[src/rtl/tpag_pkg.sv]
// Shared constants for the tensor permute address generator.
package tpag_pkg;

	localparam int MAX_RANK_DEF   = 5;
	localparam int SIZE_BITS_DEF  = 16;
	localparam int INDEX_BITS_DEF = 32;

	localparam int RANK_BITS       = 3;
	localparam int PERM_ENTRY_BITS = 3;

	localparam int MID_DEPTH = 2;
	localparam int OUT_DEPTH = 4;

	localparam int REG_RANK      = 0;
	localparam int REG_SIZE_BASE = 1;

endpackage

[src/rtl/tpag_back.sv]
// Back end: dot product of coordinate and strides into the source index.
module tpag_back #(
	parameter int MAX_RANK   = tpag_pkg::MAX_RANK_DEF,
	parameter int SIZE_BITS  = tpag_pkg::SIZE_BITS_DEF,
	parameter int INDEX_BITS = tpag_pkg::INDEX_BITS_DEF,
	parameter int OUT_DEPTH  = tpag_pkg::OUT_DEPTH
) (
	input  logic                                   clk,
	input  logic                                   arst_n,
	input  logic                                   mid_empty,
	input  logic [MAX_RANK-1:0][SIZE_BITS-1:0]     mid_coord,
	input  logic [INDEX_BITS-1:0]                  mid_count,
	input  logic                                   mid_last,
	output logic                                   mid_pop,
	input  logic [tpag_pkg::RANK_BITS-1:0]         eff_rank,
	input  logic [MAX_RANK-1:0][INDEX_BITS-1:0]    stride,
	input  logic [$clog2(OUT_DEPTH+1)-1:0]         out_count,
	output logic                                   out_push,
	output logic [INDEX_BITS-1:0]                  out_source,
	output logic [INDEX_BITS-1:0]                  out_dest,
	output logic                                   out_last
);
	import tpag_pkg::*;

	logic [MAX_RANK-1:0][INDEX_BITS-1:0] prod_s1;
	logic [INDEX_BITS-1:0]               count_s1;
	logic                                last_s1;
	logic                                valid_s1;
	logic [INDEX_BITS-1:0]               src_s2;
	logic [INDEX_BITS-1:0]               count_s2;
	logic                                last_s2;
	logic                                valid_s2;

	logic [INDEX_BITS+SIZE_BITS-1:0]     prod_full [MAX_RANK];
	logic [INDEX_BITS-1:0]               sum_c;

	assign mid_pop = !mid_empty &&
		((int'(out_count) + int'(valid_s1) + int'(valid_s2)) < OUT_DEPTH);

	always_comb begin
		for (int d = 0; d < MAX_RANK; d++) begin
			if (d < int'(eff_rank)) begin
				prod_full[d] = mid_coord[d] * stride[d];
			end else begin
				prod_full[d] = '0;
			end
		end
	end

	always_comb begin
		sum_c = '0;
		for (int d = 0; d < MAX_RANK; d++) begin
			sum_c = sum_c + prod_s1[d];
		end
	end

	always_ff @(posedge clk) begin
		if (mid_pop) begin
			for (int d = 0; d < MAX_RANK; d++) begin
				prod_s1[d] <= prod_full[d][INDEX_BITS-1:0];
			end
			count_s1 <= mid_count;
			last_s1  <= mid_last;
		end
		if (valid_s1) begin
			src_s2   <= sum_c;
			count_s2 <= count_s1;
			last_s2  <= last_s1;
		end
	end

	always_ff @(posedge clk or negedge arst_n) begin
		if (!arst_n) begin
			valid_s1 <= 1'b0;
			valid_s2 <= 1'b0;
		end else begin
			valid_s1 <= mid_pop;
			valid_s2 <= valid_s1;
		end
	end

	assign out_push   = valid_s2;
	assign out_source = src_s2;
	assign out_dest   = count_s2;
	assign out_last   = last_s2;

endmodule

[config.mk]
export PLATFORM = sky130hd
export DESIGN_NAME = tpag_back
export DESIGN_NICKNAME = d
export VERILOG_FILES = /design/src/rtl/tpag_pkg.sv /design/src/rtl/tpag_back.sv
export SDC_FILE = /design/constraint.sdc
export NUM_CORES = 2
export LEC_CHECK = 0
export ABC_AREA = 1
export CAP_MARGIN = 20
export CORE_MARGIN = 2
export CORE_UTILIZATION = 65
export DETAILED_ROUTE_END_ITERATION = 7
export DONT_BUFFER_PORTS = 1
export PLACE_DENSITY = 0.81
export REMOVE_ABC_BUFFERS = 1
export SKIP_CTS_REPAIR_TIMING = 1
export SLEW_MARGIN = 20
export SYNTH_ARGS = -nofsm -noshare
export SYNTH_HDL_FRONTEND = slang
export SYNTH_SLANG_ARGS = --single-unit
[constraint.sdc]
create_clock -name clk -period 21.8 [get_ports clk]
set_input_delay 0 -clock clk [delete_from_list [all_inputs] [get_ports clk]]
set_output_delay 0 -clock clk [all_outputs]
set_load 0.01 [all_outputs]
Word level (Yosys, flattened, before mapping)

Index checks and enable logic that the tools add are counted.

$add $sub $neg: 6
Multipliers: 5
Order comparisons: 6
Reduce and logical (&&, ||, !) cells: 2

Operator list:

| operator                                                    | count |
|---|---|
| multiplier 16 x 32 -> 32 bit                                | 5 |
| adder 32 bit                                                | 4 |
| less-than comparator 1 x 3 -> 1 bit (first input constant)  | 2 |
| less-than comparator 2 x 3 -> 1 bit (first input constant)  | 2 |
| adder 4 x 1 -> 5 bit                                        | 1 |
| less-than comparator 5 x 3 -> 1 bit (second input constant) | 1 |
| adder 3 x 1 -> 4 bit                                        | 1 |
| less-than comparator 3 bit (first input constant)           | 1 |
| logical AND 1 bit                                           | 1 |
| logical NOT 1 bit                                           | 1 |

Register bits: 260
Input bits: 282
Output and inout bits: 67
Word-level logic and storage cells: 31

Longest topological paths before layout

Depth in word-level cells: 4
Depth in mapped cells: 30
Mapped depth without buffers: 28

Least setup slack after synthesis

Ideal clock, no wire load.

Path type: register -> register
Start point: reg valid_s1
End point: reg valid_s1
Setup time: 1585 ps
Data arrival time: 15400 ps
Required time: 20215 ps
Setup slack: 4815 ps
Stages on the path, launching flop included: 3
Buffers on the path: 0
Clock period less this slack: 16985 ps
Cell sequence: dfrtp_1 > a21o_1 > a211oi_1

Cells in the longest elaborated chain, start to end: 4

Ends and longest elaborated chain:

| what                                | line            | text |
|---|---|---|
| from (decl)                         | tpag_back.sv:28 | `logic valid_s1;` |
| from (signal assigned)              | tpag_back.sv:77 | `valid_s1 <= mid_pop;` |
| adder 3 x 1 -> 4 bit                | tpag_back.sv:38 | `((int'(out_count) + int'(valid_s1) + int'(valid_s2)) < OUT_DEPTH);` |
| adder 4 x 1 -> 5 bit                | tpag_back.sv:38 |  |
| less-than comparator 5 x 3 -> 1 bit | tpag_back.sv:38 |  |
| logical AND 1 bit                   | tpag_back.sv:37 | `assign mid_pop = !mid_empty &&` |
| named net mid_pop                   | tpag_back.sv:14 | `output logic mid_pop,` |

The timed path passes the listed nets, and every way through them passes these cells.
A chain may end at the register's enable or synchronous reset.

Worst setup path in the final report

Start point: in mid_coord[58] (netlist bit)
End point: reg prod_s1[120] (netlist bit), data pin

Cells in the longest elaborated chain, start to end: 1

Ends and longest elaborated chain:

| what                            | line            | text |
|---|---|---|
| from (decl)                     | tpag_back.sv:11 | `input logic [MAX_RANK-1:0][SIZE_BITS-1:0] mid_coord,` |
| multiplier 16 x 32 -> 32 bit    | tpag_back.sv:43 | `prod_full[d] = mid_coord[d] * stride[d];` |
| to (signal, indexed assignment) | tpag_back.sv:60 | `prod_s1[d] <= prod_full[d][INDEX_BITS-1:0];` |
| to (decl)                       | tpag_back.sv:25 | `logic [MAX_RANK-1:0][INDEX_BITS-1:0] prod_s1;` |

No other way between the ends.

==> metrics.txt <==
port buffer count=0; root buffer cell=clkbuf_16; WHS Endpoint=prod_s1[129]; Post-Synth XOR/XNOR Area=1.105%; Placeable Area=0.1108 mm²; cell row count=122; WL per Instance=roughly 18 µm; IO Pins=approximately 350; Fillers=8927; critical path class=input port to flip-flop; crit path max fanout=22; WHS=-0.02525 ns; post-synthesis mux area share=0%; global-route wire length before repair=308500 µm; Max Clk Rate=a little under 200 MHz; Avg Cell Area, Syn=7.989 µm²; Worst R2R Start=prod_s1[1]; Mapped Area=0.07271 mm²; Clock Sinks=260; RSZ-0062 raised after global routing=no; Placed Cells=10.16k; max-slew violations=0; Post-Synth Simple-Gate Area=about 17%; R2R Setup Slk=roughly 17 ns; Die ar.=0.1146 mm²; Yosys reg bits=260; CTS tree=built; Post-Syn Instances=approximately 9.1k; drt total wl=189200 µm; Die X=338.5 µm; Starting DRT DRC Count=4888; Layout area overhead=2.581%; Synth Area in Adders=50.54%; failing checks=negative hold slack; later-pin clock latency in the skew report=0.57 ns; sequential cell area fraction in the yosys report=10.72%; Worst Hold Path Cells=3; Main synth FF type=edfxtp_1; DRC violations left=0; Tmin final=approximately 5.0 ns; diodes inserted=0; Yosys cell types=61; ANT nets after route=0; Arr. time, crit path=5.33 ns; asr flop ratio synth=0.7692%; Post-synth EDFFs=around 260; GPL Wtd Cong=0.9723; startpoint types=input port; htree depth=1; Reg2Reg Capture Point=out_source[27]; largest net degree at the start of global routing=84; clock skew=between 0.015 and 0.02 ns; Initial Util=65.61%; final setup violating endpoints=0; Vias=57.16k; Yosys warning count=0; Setup Total Neg Slack=0 ns; Layout Nets=11.03k; Non-Filler Instances=10.29k; Final Hold Viols=5; Compound-Gate Fraction of Synth Area=4.498%; total gr overflow=0; clock buffer depth=3; crit share post-route=between 20% and 30%; initial antenna violation count=2; relative slew slack=34.00%; die height=338.5 µm; Crit. End Element=flip-flop; run status=finished, violations left; HP Class=input port to flip-flop; Least-Margin Pin Slew=about 1 ns; R2R cell count=18; clk slew on worst S/H paths=0.06 ns; Post-DP HPWL=153300 µm; GRT Total Usage=33.73%; CTS Buf Count=28; largest family of logic cells by synthesized area=adder cells; Worst Path Required=22.09 ns; MaxCap Viol Count=0; vias per inst=5.557; share of layout cells above drive strength 1=roughly 1.7%; vias in the first global route=60.94k; Pre-Repair DR Iteration Count=6; Hold Startpoint=eff_rank[1]
cell usage after synthesis (4+ instances only):
library cell	instances	area share [%]
nor3_1	24	0.17
o31ai_1	4	0.041
o21ai_2	10	0.12
o21bai_1	16	0.17
nand2_2	12	0.10
fa_1	1612	44
a31o_2	4	0.048
a31oi_1	10	0.086
o21a_1	17	0.18
ha_1	358	6.2
inv_1	2670	14
nand3_2	10	0.14
buf_1	27	0.14
nand2_1	2574	13
nand4_1	39	0.34
nor3_2	6	0.083
nor2_1	214	1.1
o21ai_1	16	0.11
a21oi_1	288	2.0
buf_2	40	0.28
a21boi_1	4	0.041
nor2_2	6	0.052
xnor2_1	39	0.47
nor4_1	7	0.060
edfxtp_1	258	11
a21o_1	35	0.36
xor2_1	49	0.59
nand3b_1	15	0.15
nand3_1	154	1.1
a21oi_2	13	0.16
inv_2	7	0.036
a21boi_0	5	0.052
a211oi_1	5	0.052
clkbuf_1	352	1.8
o211ai_1	5	0.052
o21ai_0	124	0.85
or2_1	9	0.077
buf_4	12	0.12
or2_2	17	0.15
worst max-delay path, cell delays in order:
cell	delay (ns)
nand2_1	0.04
inv_1	0.05
fa_1	0.56
inv_1	0.07
fa_1	0.57
inv_1	0.07
fa_1	0.54
fa_1	0.45
fa_1	0.49
inv_1	0.05
fa_1	0.49
inv_1	0.05
ha_1	0.34
nand2_1	0.17
o21ai_0	0.42
a21o_1	0.13
nand2_1	0.05
nand3_1	0.21
o21ai_0	0.11
a21oi_1	0.45
state kept, by name, summed over array words and instances (netlist names):
register	flops
count_s1	32
last_s1	1
out_dest	32
out_last	1
out_push	1
out_source	32
prod_s1	160
valid_s1	1
routing by layer:
layer	vias up	GRT usage (%)	share of wire (%)
li1	25210	-	-
met1	28400	42.70	36
met2	2920	58.33	50
met3	624	5.759	9.4
met4	0	12.61	4.2
met5	-	0	0
cells by family after synthesis:
| logic type | count (synthesis) |
|---|---|
| buf+inv | 3110 |
| simple gates | 3100 |
| fa+ha+maj | 1970 |
| compound gates | 571 |
| flops | 260 |
| xor+xnor | 90 |
cell usage in the layout (no fill, tap or decap), types with 6 or more instances in the layout:
cell,synthesis,layout
nand4_1,39,39
nor2_2,6,7
nor3_1,24,24
clkbuf_16,0,29
buf_4,12,7
dlygate4sd3_1,0,70
or2_1,9,9
o21ai_1,16,16
nand2_2,12,12
inv_1,2670,2670
fa_1,1612,1612
nor2_1,214,213
nor4_1,7,7
nand2_1,2574,2574
xnor2_1,39,39
o21ai_2,10,11
edfxtp_1,258,258
a21oi_1,288,287
a31oi_1,10,10
a21oi_2,13,14
nand3_2,10,10
o21bai_1,16,16
xor2_1,49,49
clkinv_1,0,6
inv_2,7,7
a21o_1,35,35
ha_1,358,358
nand3_1,154,154
nor3_2,6,6
nand3b_1,15,15
or2_2,17,17
o21ai_0,124,123
o21a_1,17,17
cell type report:
class	count	area, µm²	share of cell area, %
timing repair buffer	79	800.8	1.074
sequential	260	7799	10.46
clock inverter	18	178.9	0.2399
multi-input combinational	5731	53160	71.27
inverter	2677	10050	13.47
clock buffer	32	737.0	0.9880
tap	1488	1862	2.496
through the flow:
stage / util (%) / setup WS (ns) / area, µm²
CTS: 66.63 / 16.81 / 73840
global placement: 65.80 / 16.35 / 72920
floorplan: - / 4.815 / 70990
global route: 67.30 / 16.59 / 74590
detailed placement: 65.80 / 16.33 / 72920
finish: 67.30 / 16.76 / 74590
worst max path at each step:
stage	from	end	cells after the start
6_report	mid_coord[58]	prod_s1[120]	20
5_1_grt	stride[101]	prod_s1[120]	20
4_1_cts	stride[101]	prod_s1[120]	20
3_5_place_dp	stride[101]	prod_s1[120]	20
3_3_place_gp	mid_coord[49]	prod_s1[127]	20
2_1_floorplan	valid_s1	valid_s1	2
Power is left out: the tool's default activity adds up to more than one toggle a clock period on the data nets, which glitch-free logic cannot reach.
