--- src/rtl/tpag_fifo.sv ---
// Small register-based FIFO used between the generator stages.
module tpag_fifo #(
	parameter int WIDTH = 8,
	parameter int DEPTH = 2
) (
	input  logic                         clk,
	input  logic                         arst_n,
	input  logic                         wr_en,
	input  logic [WIDTH-1:0]             wdata,
	input  logic                         rd_en,
	output logic [WIDTH-1:0]             rdata,
	output logic                         full,
	output logic                         empty,
	output logic [$clog2(DEPTH+1)-1:0]   count
);
	localparam int PTR_W = (DEPTH > 1) ? $clog2(DEPTH) : 1;
	localparam int CNT_W = $clog2(DEPTH+1);

	logic [WIDTH-1:0] mem_q [DEPTH];
	logic [PTR_W-1:0] wr_ptr_q;
	logic [PTR_W-1:0] rd_ptr_q;
	logic [CNT_W-1:0] count_q;

	function automatic logic [PTR_W-1:0] ptr_inc(input logic [PTR_W-1:0] p);
		if (p == PTR_W'(DEPTH - 1)) begin
			return '0;
		end
		return p + PTR_W'(1);
	endfunction

	always_ff @(posedge clk) begin
		if (wr_en) begin
			mem_q[wr_ptr_q] <= wdata;
		end
	end

	always_ff @(posedge clk or negedge arst_n) begin
		if (!arst_n) begin
			wr_ptr_q <= '0;
			rd_ptr_q <= '0;
			count_q  <= '0;
		end else begin
			if (wr_en) begin
				wr_ptr_q <= ptr_inc(wr_ptr_q);
			end
			if (rd_en) begin
				rd_ptr_q <= ptr_inc(rd_ptr_q);
			end
			if (wr_en && !rd_en) begin
				count_q <= count_q + CNT_W'(1);
			end else if (!wr_en && rd_en) begin
				count_q <= count_q - CNT_W'(1);
			end
		end
	end

	assign rdata = mem_q[rd_ptr_q];
	assign full  = (count_q == CNT_W'(DEPTH));
	assign empty = (count_q == '0);
	assign count = count_q;

endmodule

--- config.mk ---
export PLATFORM = sky130hd
export DESIGN_NAME = tpag_fifo
export DESIGN_NICKNAME = d
export VERILOG_FILES = /design/src/rtl/tpag_fifo.sv
export SDC_FILE = /design/constraint.sdc
export NUM_CORES = 1
export LEC_CHECK = 0
export BUFFER_PORTS_ARGS = -buffer_cell sky130_fd_sc_hd__buf_2
export CAP_MARGIN = 5
export CORE_MARGIN = 2
export CORE_UTILIZATION = 39
export DETAILED_ROUTE_END_ITERATION = 10
export PLACE_DENSITY = 0.68
export SYNTH_ARGS = -nofsm -noshare
export SYNTH_HDL_FRONTEND = slang
export SYNTH_SLANG_ARGS = --single-unit
export TNS_END_PERCENT = 20
--- constraint.sdc ---
create_clock -name clk -period 3.2 [get_ports clk]
set_clock_uncertainty 0.15 [all_clocks]
set_input_delay 0.32 -clock clk [delete_from_list [all_inputs] [get_ports clk]]
set_output_delay 0.32 -clock clk [all_outputs]
set_load 0.01 [all_outputs]
== Word-level counts from Yosys, hierarchy flattened ==
Memories as Yosys holds them, arrays and structs flattened.
Cells that the tools add are included.

* Add/subtract/negate cells: 4
* Equality and inequality tests: 1
* Muxes and demuxes: 12
* Reduce and logical (&&, ||, !) cells: 6

{| class="wikitable"
|+ Operators by type and width
! operator !! count
|-
| $mux W1 || 10
|-
| $mux W2 || 2
|-
| $add A1 B1 Y1 const B || 2
|-
| $add A2 B1 Y2 const B || 1
|-
| $eq A2 B2 Y1 const B || 1
|-
| $logic_and A1 B1 Y1 || 2
|-
| $logic_not A1 Y1 || 2
|-
| $logic_not A2 Y1 || 1
|-
| $reduce_bool A2 Y1 || 1
|-
| $sub A2 B1 Y2 const B || 1
|}

* Bits in registers: 4
* RAM bits: 16
* Memories: 1

{| class="wikitable"
|+ Memory list
! memory !! words !! width !! read ports !! clocked after memory_dff !! write ports !! RTL line !! RTL
|-
| mem_q || 2 || 8 || 1 || 0 || 1 || 19 || <nowiki>logic [WIDTH-1:0] mem_q [DEPTH];</nowiki>
|}

== Depth between registers and ports, before layout ==
Gate-level depths: netlist of the first run.

* Depth in word-level cells: 4
* Mapped depth: 5
* Depth with buffers taken out: 5

== Worst setup path before layout of the first run ==
OpenSTA, ideal clock, no wires.

* Path kind: register -> register
* Start point: register wr_ptr_q
* End point: memory mem_q[0][0] (enable)
* Library setup time: 0.373 ns
* Data arrival time: 0.788 ns
* Required time: 2.677 ns
* Path slack: 1.889 ns
* Cell stages (with the launch flop): 2
* Period minus slack after synthesis: 1.311 ns
* Cells stage by stage: dfrtp_1 nor2b_1

{| class="wikitable"
|+ RTL lines
! item !! RTL line !! RTL
|-
| start, declared || 20 || <nowiki>logic [PTR_W-1:0] wr_ptr_q;</nowiki>
|-
| start signal, assigned || 44 || <nowiki>wr_ptr_q <= ptr_inc(wr_ptr_q);</nowiki>
|-
| end, declared || 19 ||
|}

Straight into the memory's write port.

== Final worst setup path of the first run ==
* Start point: register rd_ptr_q
* End point: output port rdata[1]

* Longest elaborated chain between the ends: 1

{| class="wikitable"
|+ Ends and longest elaborated chain
! item !! RTL line !! RTL
|-
| start, declared || 21 || <nowiki>logic [PTR_W-1:0] rd_ptr_q;</nowiki>
|-
| start signal, assigned || 47 || <nowiki>rd_ptr_q <= ptr_inc(rd_ptr_q);</nowiki>
|-
| $mem_v2 Z2 W8 || - ||
|-
| end, declared || 11 || <nowiki>output logic [WIDTH-1:0] rdata,</nowiki>
|}

No other way between the ends.

==> results of run 1 <==
[power groups by stage]
stage	clock (W)	combinational [W]	sequential (W)
after global placement	0	0.000231	0.000410
after floorplan	0	0.000170	0.000392
final	0.000118	0.000230	0.000405
after detailed placement	0	0.000231	0.000413
after global routing	0.000132	0.000253	0.000416
after CTS	0.000121	0.000235	0.000406
[per-stage QoR]
stage | utilization (%) | setup WS [ns] | total power, W
2_1_floorplan | - | 1.89 | 0.000562
3_3_place_gp | 47.8 | 1.61 | 0.000641
3_5_place_dp | 47.8 | 1.61 | 0.000644
4_1_cts | 49.7 | 1.29 | 0.000762
5_1_grt | 49.7 | 1.22 | 0.000801
6_report | 49.7 | 1.31 | 0.000753
[synth_stat cells]
library cell,n
xnor2_1,1
nor2b_1,1
and2b_2,1
mux2_2,8
xor2_1,4
nor2_1,2
inv_1,1
edfxtp_1,16
ha_1,1
buf_6,1
dfrtp_1,4
and2_1,1
[layout make-up]
| class | instances | area [um2] | share of cell area, % |
|---|---|---|---|
| Sequential cell | 20 | 581 | 61.5 |
| Multi-Input combinational cell | 19 | 175 | 18.5 |
| Timing Repair Buffer | 24 | 125 | 13.2 |
| Tap cell | 27 | 33.8 | 3.58 |
| Clock buffer | 3 | 22.5 | 2.38 |
| Clock inverter | 1 | 3.75 | 0.397 |
| Inverter | 1 | 3.75 | 0.397 |
[state kept, by name, indices dropped and copies added, names as in the netlist]
register  count
mem_q        16
rd_ptr_q      1
count         2
wr_ptr_q      1
[cells by family (layout without fill, tap and decap cells)]
group | Yosys count | in the layout | synth area share, %
simple gates | 5 | 5 | 3.74
xor+xnor | 5 | 5 | 5.68
mux | 8 | 8 | 11.7
fa+ha+maj | 1 | 1 | 1.62
buf+inv | 2 | 29 | 1.95
flops | 20 | 20 | 75.3
[worst max-delay path, cell delays in order, from the launching register on]
cell	delay, ns
dfrtp_1	0.59
mux2_2	0.39
buf_2	0.14
[how the worst max path moves through the flow]
stage	slack [ns]	from	depth (start not counted)	end
final	1.31	rd_ptr_q$_DFFE_PN0P_	2	rdata[1]
after CTS	1.29	rd_ptr_q$_DFFE_PN0P_	2	rdata[1]
after global routing	1.22	rd_ptr_q$_DFFE_PN0P_	2	rdata[4]
after detailed placement	1.61	wr_en	2	mem_q[0][2]$_DFFE_PP_
after global placement	1.61	wr_en	2	mem_q[0][0]$_DFFE_PP_
after floorplan	1.89	wr_ptr_q$_DFFE_PN0P_	1	mem_q[0][0]$_DFFE_PP_
[metal layers]
layer | track usage [%] | up-vias | part of all wire [%]
met1 | 13.4 | 197 | 46
li1 | - | 199 | -
met4 | 7.14 | 0 | 2.1
met3 | 2.78 | 3 | 5.6
met5 | 0 | - | 0
met2 | 17.4 | 18 | 46
[what timing repair did]
| item | CTS | global route |
|---|---|---|
| hold buffers | 1 | 0 |
| resized for setup | 0 | 0 |
| hold endpoints to repair | 4 | 0 |
==> results.ini, run 1 <==
[power_and_ir_drop]
pwr-share-seq_pct = 53.8
comb_power_share_pct = 30.6
power_density_mw_per_mm2 = 797
p_leak_nw = 0.388
cellInternalPower_w = 0.000522
p_sw_share_pct = 30.7
peakVddDrop_uv = 468
clockPowerShare_pct = 15.7
p_switching_w = 0.000231

[global_route]
grt.overflow.total = 0
grt_pass1_vias = 425
antenna_found_initial = 0
grt_pass1_wl_um = 1860
grt_max_degree = 12
grtUsageTotal_pct = 11.0

[worst_setup_path]
r2r_cells = 1
required_ns = 2.73
path_max_fanout = 9
rrSetupSlack_ns = 1.72
crit_type = register to output port
startpoint_type = register
r2r-end = mem_q[0][2]$_DFFE_PP_
cp.arrival_ns = 1.42
worstReg2RegStart = wr_ptr_q$_DFFE_PN0P_
cp-end-kind = output port

[final_layout]
fin_nets = 82
diodes = 0
stdcell_count = 95
num-fill-cells = 173
area_delta_synth_final_pct = 22.6
layout_common_cells = buf_2 (23), edfxtp_1 (16), mux2_2 (8)
layout-drive-gt1-share_pct = 51.5
postLayoutCellArea_um2 = 945
final_common_cell = buf_2

[clocking]
cts_buffer_depth = 2
cts_root_buffer = clkbuf_4
cts_max_level = 1
cts_tree = yes
clk_latency_ns = 0.29
cts_made_buffers = 3
clk_pin_slew_worst_paths_ns = 0.10
postCtsSetupBuffers = 0
clkSinkCount = 20

[placed_design]
io_buffers = 23
place_inst = 90
place_area_um2 = 908
place_congestion = 0.616

[die]
die_area_mm2 = 0.00235
start_util_pct = 40.5
die_w_um = 48.5
num_rows = 16
pin_count = 24
core-area_mm2 = 0.00190
fp.dieH_um = 48.5

[route]
drc = 0
vias = 417
routedWlPerCell_um = 11.5
viasPerCell = 4.39
drt_pass1_iterations = 3
totalWireLength_um = 1100
initialDrtViolationCount = 1
drt.antenna.violating_nets = 0

[timing]
timing.final.crit_share_pct = 58.9
finalMaxSlewViolations = 0
tightest_slew_ns = 0.697
max_slew_margin_pct = 53.4
whs_ns = 0.0562
setup_viol = 0
max_freq_mhz = 530
tns_ns = 0
rsz0062_at_grt = false
finalHoldViolations = 0
fin_crit_ns = 1.89

[logic_synthesis]
synth.area.top_cells = edfxtp_1 (62%), dfrtp_1 (13%), mux2_2 (12%)
synth_area_um2 = 771
synth_nets = 54
synth.distinct_cells = 12
yosys_warnings = 0
synth.yosys.seq_area_share_pct = 75.3
synth_largest_area_cell = edfxtp_1
synthCells = 41
synth_top_area_share_pct = 62.3
synth.avg_cell_area_um2 = 18.8
ys_ff_latch = 20

[min_path]
worstHoldStart = wdata[0]
hp-class = primary input to register
holdPathEnd = mem_q[1][0]$_DFFE_PP_
holdPathStages = 1

[flow_run]
maxCapViolations = 0

[outcome]
status = completed

(Power assumes the default switching activity.)
==> inputs of run 2 (changes only) <==
==> constraint.sdc (replaced) <==
create_clock -name clk -period 1.91 [get_ports clk]
set_clock_uncertainty 0.15 [all_clocks]
set_input_delay 0.191 -clock clk [delete_from_list [all_inputs] [get_ports clk]]
set_output_delay 0.191 -clock clk [all_outputs]
set_load 0.01 [all_outputs]
==> run 2 against run 1 <==
Die area unchanged; flip-flop and latch count unchanged; power increased by 76%; first-iteration DRC count increased to 4.0 times the previous value; utilization increased by 6.2 points; largest power group unchanged; combinational power increased by 77%; critical path depth unchanged; clock power increased by 99%; wire length increased by 9.0%; cell area increased by 12%; sequential share of layout area decreased by 6.8 points.
==> results.ini, run 2 (synthesized netlist as in run 1, its figures left out) <==
[clocking]
cts_max_level = 1  ; unchanged
cts_root_buffer = clkbuf_4  ; unchanged
cts_hold_buf = 11  ; was 1
cts_tree = yes  ; unchanged
cts_buffer_depth = 2  ; unchanged
postCtsSetupBuffers = 0  ; unchanged
clk_latency_ns = 0.29  ; about the same
post_cts_resized = 0  ; unchanged
clkSinkCount = 20  ; unchanged
clk_pin_slew_worst_paths_ns = 0.10  ; about the same
cts_made_buffers = 3  ; unchanged

[route]
totalWireLength_um = 1200  ; was 1100 um
viasPerCell = 4.24  ; was 4.39
drt_pass1_iterations = 2  ; was 3
routedWlPerCell_um = 11.3  ; was 11.5 um
initialDrtViolationCount = 4  ; was 1
drt.antenna.violating_nets = 0  ; unchanged
vias = 449  ; was 417
drc = 0  ; unchanged

[power_and_ir_drop]
p_sw_share_pct = 29.4  ; was 30.7%
p_total_w = 0.00132  ; was 0.000753 W
pwr-share-seq_pct = 51.4  ; was 53.8%
peakVddDrop_uv = 628  ; was 468 uV
p_leak_nw = 0.440  ; was 0.388 nW
comb_power_share_pct = 30.9  ; was 30.6%
cellInternalPower_w = 0.000934  ; was 0.000522 W
power_density_mw_per_mm2 = 1250  ; was 797 mW/mm2
p_switching_w = 0.000389  ; was 0.000231 W
clockPowerShare_pct = 17.8  ; was 15.7%

[worst_setup_path]
crit_type = register to output port  ; unchanged
cp.arrival_ns = 1.41  ; was 1.42 ns
startpoint_type = register  ; unchanged
slowest_stage = dfrtp_1  ; unchanged
r2r_cells = 1  ; unchanged
required_ns = 1.57  ; was 2.73 ns
cp_slowest_stage_delay_ns = 0.60  ; was 0.59 ns
cp-end-kind = output port  ; unchanged
path_max_fanout = 9  ; unchanged
cp_cell_sequence = mux2_2, buf_2  ; unchanged

[timing]
max_slew_margin_pct = 73.5  ; was 53.4%
max_freq_mhz = 570
setup_viol = 0  ; unchanged
tightest_slew_ns = 0.398  ; was 0.697 ns
timing.final.crit_share_pct = 91.8
finalHoldViolations = 0  ; unchanged
tns_ns = 0  ; unchanged
fin_crit_ns = 1.75
finalMaxSlewViolations = 0  ; unchanged
rsz0062_at_grt = false  ; unchanged

[final_layout]
largest_register_ffs = 16  ; unchanged
layout-drive-gt1-share_pct = 46.8  ; was 51.5%
diodes = 0  ; unchanged
final_common_cell = buf_2  ; unchanged
multiInputGateArea_um2 = 175  ; unchanged
num-fill-cells = 176  ; was 173
area_delta_synth_final_pct = 37.8  ; was 22.6%
regMostFlops = mem_q  ; unchanged
layout_common_cells = buf_2 (23), edfxtp_1 (16), dlygate4sd3_1 (11)  ; was buf_2 (23), edfxtp_1 (16), mux2_2 (8)
seqCellArea_um2 = 581  ; unchanged
fin_nets = 93  ; was 82

[flow_run]
maxCapViolations = 0  ; unchanged

[placed_design]
io_buffers = 23  ; unchanged
place_congestion = 0.621  ; was 0.616
dpl.hpwl_um = 775

[global_route]
antenna_found_initial = 0  ; unchanged
grt.overflow.total = 0  ; unchanged
grt_pass1_wl_um = 2230  ; was 1860 um
grtUsageTotal_pct = 12.7  ; was 11.0%
grt_pass1_vias = 495  ; was 425
grt_max_degree = 12  ; unchanged

[die]
fp.dieH_um = 48.5  ; unchanged
pin_count = 24  ; unchanged
die_w_um = 48.5  ; unchanged
start_util_pct = 40.5  ; unchanged
num_rows = 16  ; unchanged
die_area_mm2 = 0.00235  ; unchanged
core-area_mm2 = 0.00190  ; unchanged

[outcome]
status = completed  ; unchanged

[min_path]
hp-class = primary input to async pin  ; was primary input to register

-- run 2: cell types whose count changed in the layout (fill, tap and decap cells not counted), sizes merged --
cell / previous run / this run
clkinv: 1 / 0
clkbuf: 3 / 4
dlygate4sd3: 1 / 11
buf: 23 / 24
-- run 2: path summary, 6_finish.rpt --
check	start	to	slack [ns]
worst max-delay path	rd_ptr_q$_DFFE_PN0P_	rdata[1]	0.16
worst min-delay path	arst_n	count[1]$_DFFE_PN0P_	0.08
worst max register to register	wr_ptr_q$_DFFE_PN0P_	mem_q[1][2]$_DFFE_PP_	0.64
worst min register to register	wr_ptr_q$_DFFE_PN0P_	wr_ptr_q$_DFFE_PN0P_	0.36
max in group asynchronous	arst_n	count[0]$_DFFE_PN0P_	1.40
min in group clk	wr_ptr_q$_DFFE_PN0P_	wr_ptr_q$_DFFE_PN0P_	0.36
-- run 2: area by class of cell --
| type | instances | share of cell area [%] |
|---|---|---|
| inverter | 1 | 0.353 |
| sequential | 20 | 54.7 |
| clock buffer | 4 | 3.42 |
| timing repair buffer | 35 | 21.9 |
| multi-input combinational | 19 | 16.5 |
| tap | 27 | 3.18 |
-- run 2: critical path, delay by kind of cell, from the launching register on --
| kind | cells | cell delay, ns |
|---|---|---|
| buf+inv | 1 | 0.14 |
| mux | 1 | 0.39 |
| flops | 1 | 0.60 |
-- run 2: per-stage QoR --
step           cells  worst slack [ns]  instance area, um2  hold slack, ns  utilization, %
3_3_place_gp      91             0.484                 916          -0.146            48.2
3_5_place_dp      91             0.473                 916          -0.143            48.2
5_1_grt          106            0.0598                1060          0.0736            55.9
6_report         106             0.156                1060          0.0814            55.9
2_1_floorplan     41             0.599                 771          -0.255               -
4_1_cts          106             0.129                1060          0.0607            55.9
-- run 2: power groups by stage --
| stage | sequential, W | combinational [W] | clock (W) |
|---|---|---|---|
| finish | 0.000680 | 0.000408 | 0.000235 |
| global route | 0.000701 | 0.000450 | 0.000259 |
| floorplan | 0.000657 | 0.000285 | 0 |
| detailed placement | 0.000692 | 0.000397 | 0 |
| global placement | 0.000684 | 0.000394 | 0 |
| CTS | 0.000684 | 0.000416 | 0.000244 |
-- run 2: per-layer routing --
metal,GRT usage (%),part of all wire [%],vias up
met5,0,0,-
met3,3.70,5.1,0
met2,21.3,50,15
met1,15.2,45,211
met4,5.71,0,0
li1,-,-,223
==> inputs of run 3 (changes only) <==
==> constraint.sdc (replaced) <==
create_clock -name clk -period 1.7 [get_ports clk]
set_clock_uncertainty 0.15 [all_clocks]
set_input_delay 0.17 -clock clk [delete_from_list [all_inputs] [get_ports clk]]
set_output_delay 0.17 -clock clk [all_outputs]
set_load 0.05 [all_outputs]
==> run 3 against run 2 <==
Register-to-register slack got worse by 0.21 ns; critical path depth unchanged; die area did not move; critical endpoint unchanged.
==> results.ini, run 3 (synthesized netlist as in run 1, its figures left out) <==
[clocking]
clk_pin_slew_worst_paths_ns = 0.11  ; was 0.10 ns
cts_max_level = 1  ; unchanged
cts_buffer_depth = 2  ; unchanged
clkSinkCount = 20  ; unchanged
cts_tree = yes  ; unchanged
cts_made_buffers = 3  ; unchanged
cts_root_buffer = clkbuf_4  ; unchanged
clk_latency_ns = 0.30  ; was 0.29 ns

[final_layout]
area_delta_synth_final_pct = 44.2  ; was 37.8%
diodes = 0  ; unchanged
seqCellArea_um2 = 582  ; was 581 um2
fin_nets = 94  ; was 93
layout_common_cells = buf_2 (18), edfxtp_1 (16), dlygate4sd3_1 (11)  ; was buf_2 (23), edfxtp_1 (16), dlygate4sd3_1 (11)
final_util_pct = 58.4  ; was 55.9%
largest_register_ffs = 16  ; unchanged
regMostFlops = mem_q  ; unchanged
stdcell_count = 107  ; was 106
multiInputGateArea_um2 = 175  ; unchanged
num-fill-cells = 172  ; was 176
final_common_cell = buf_2  ; unchanged
layout-drive-gt1-share_pct = 48.8  ; was 46.8%

[die]
core-area_mm2 = 0.00190  ; unchanged
die_area_mm2 = 0.00235  ; unchanged
fp.dieH_um = 48.5  ; unchanged
pin_count = 24  ; unchanged
die_w_um = 48.5  ; unchanged
num_rows = 16  ; unchanged
start_util_pct = 40.5  ; unchanged

[global_route]
antenna_found_initial = 0  ; unchanged
grt.overflow.total = 0  ; unchanged
grt_pass1_wl_um = 2080  ; was 2230 um
grtUsageTotal_pct = 12.0  ; was 12.7%
grt_max_degree = 13  ; was 12
grt_pass1_vias = 484  ; was 495

[route]
routedWlPerCell_um = 11.1  ; was 11.3 um
drt.antenna.violating_nets = 0  ; unchanged
drc = 0  ; unchanged
vias = 461  ; was 449
totalWireLength_um = 1190  ; was 1200 um
viasPerCell = 4.31  ; was 4.24
drt_pass1_iterations = 3  ; was 2
initialDrtViolationCount = 3  ; was 4

[power_and_ir_drop]
power_density_mw_per_mm2 = 1870  ; was 1250 mW/mm2
peakVddDrop_uv = 1380  ; was 628 uV
p_leak_nw = 0.459  ; was 0.440 nW

[worst_setup_path]
path_max_fanout = 9  ; unchanged
cp.arrival_ns = 1.37  ; was 1.41 ns
startpoint_type = register  ; unchanged
crit_type = register to output port  ; unchanged
cp-end-kind = output port  ; unchanged
required_ns = 1.38  ; was 1.57 ns

[min_path]
hp-class = primary input to async pin  ; unchanged

[placed_design]
io_buffers = 23  ; unchanged
place_congestion = 0.620  ; was 0.621
place_inst = 91  ; unchanged

[timing]
setup_viol = 0  ; unchanged
max_slew_margin_pct = 74.2  ; was 73.5%
timing.final.crit_share_pct = 99.5
tightest_slew_ns = 0.387  ; was 0.398 ns
max_freq_mhz = 591
finalHoldViolations = 0  ; unchanged
finalMaxSlewViolations = 0  ; unchanged
tns_ns = 0  ; unchanged
fin_crit_ns = 1.69
rsz0062_at_grt = true  ; was false

[flow_run]
maxCapViolations = 0  ; unchanged

[outcome]
status = completed  ; unchanged

run 3: cell count changes in the layout (fill, tap and decap cells not counted), sizes merged:
| cell | change |
|---|---|
| buf | +1 |
| bufinv | +1 |
| clkbuf | -1 |
run 3: through the flow:
step	hold slack, ns	power [W]	area, um2	worst slack [ns]
global route	0.0281	0.00217	1110	-0.0684
global placement	-0.167	0.00161	916	0.216
CTS	0.0219	0.00207	1100	0.0000357
floorplan	-0.276	0.00146	771	0.0561
finish	0.0324	0.00208	1110	0.00881
detailed placement	-0.165	0.00162	916	0.206
run 3: metal layers:
layer | global-route usage, % | routed length [um]
met5 | 0 | 0
met4 | 8.57 | 32
met3 | 3.70 | 84
met2 | 19.2 | 573
met1 | 13.6 | 498
run 3: worst max-delay path, stage by stage, from the launching register on:
cell     delay [ns]
dfrtp_2        0.50
mux2_2         0.37
buf_4          0.19
run 3: repair_timing:
action	CTS	global route
endpoints found under the setup margin	8	8
endpoints found under the hold margin	22	0
hold buffers	11	0
buffers inserted	1	0
resized for setup	6	3
run 3: area by class of cell:
class,count,share of cell area [%]
clock inverter,1,2.70
timing repair buffer,36,23.8
clock buffer,3,2.03
sequential,20,52.4
multi-input combinational,19,15.8
tap,27,3.04
inverter,1,0.338
run 3: path summary, 6_finish.rpt:
check	start	end	slack [ns]	depth (start not counted)
worst max-delay path	rd_ptr_q$_DFFE_PN0P_	rdata[1]	0.009	2
worst min-delay path	arst_n	wr_ptr_q$_DFFE_PN0P_	0.03	2
worst max register to register	wr_ptr_q$_DFFE_PN0P_	mem_q[1][2]$_DFFE_PP_	0.43	1
worst min register to register	wr_ptr_q$_DFFE_PN0P_	wr_ptr_q$_DFFE_PN0P_	0.36	1
max in group asynchronous	arst_n	rd_ptr_q$_DFFE_PN0P_	1.23	2
min in group clk	wr_ptr_q$_DFFE_PN0P_	wr_ptr_q$_DFFE_PN0P_	0.36	1
run 3: where the power goes:
part,internal [W],switching [W],leakage (nW),total (W)
Sequential,0.000667,0.0000956,0.196,0.000763
Combinational,0.000319,0.000617,0.235,0.000935
Clock,0.000238,0.000142,0.0279,0.000380
Total,0.00122,0.000854,0.459,0.00208
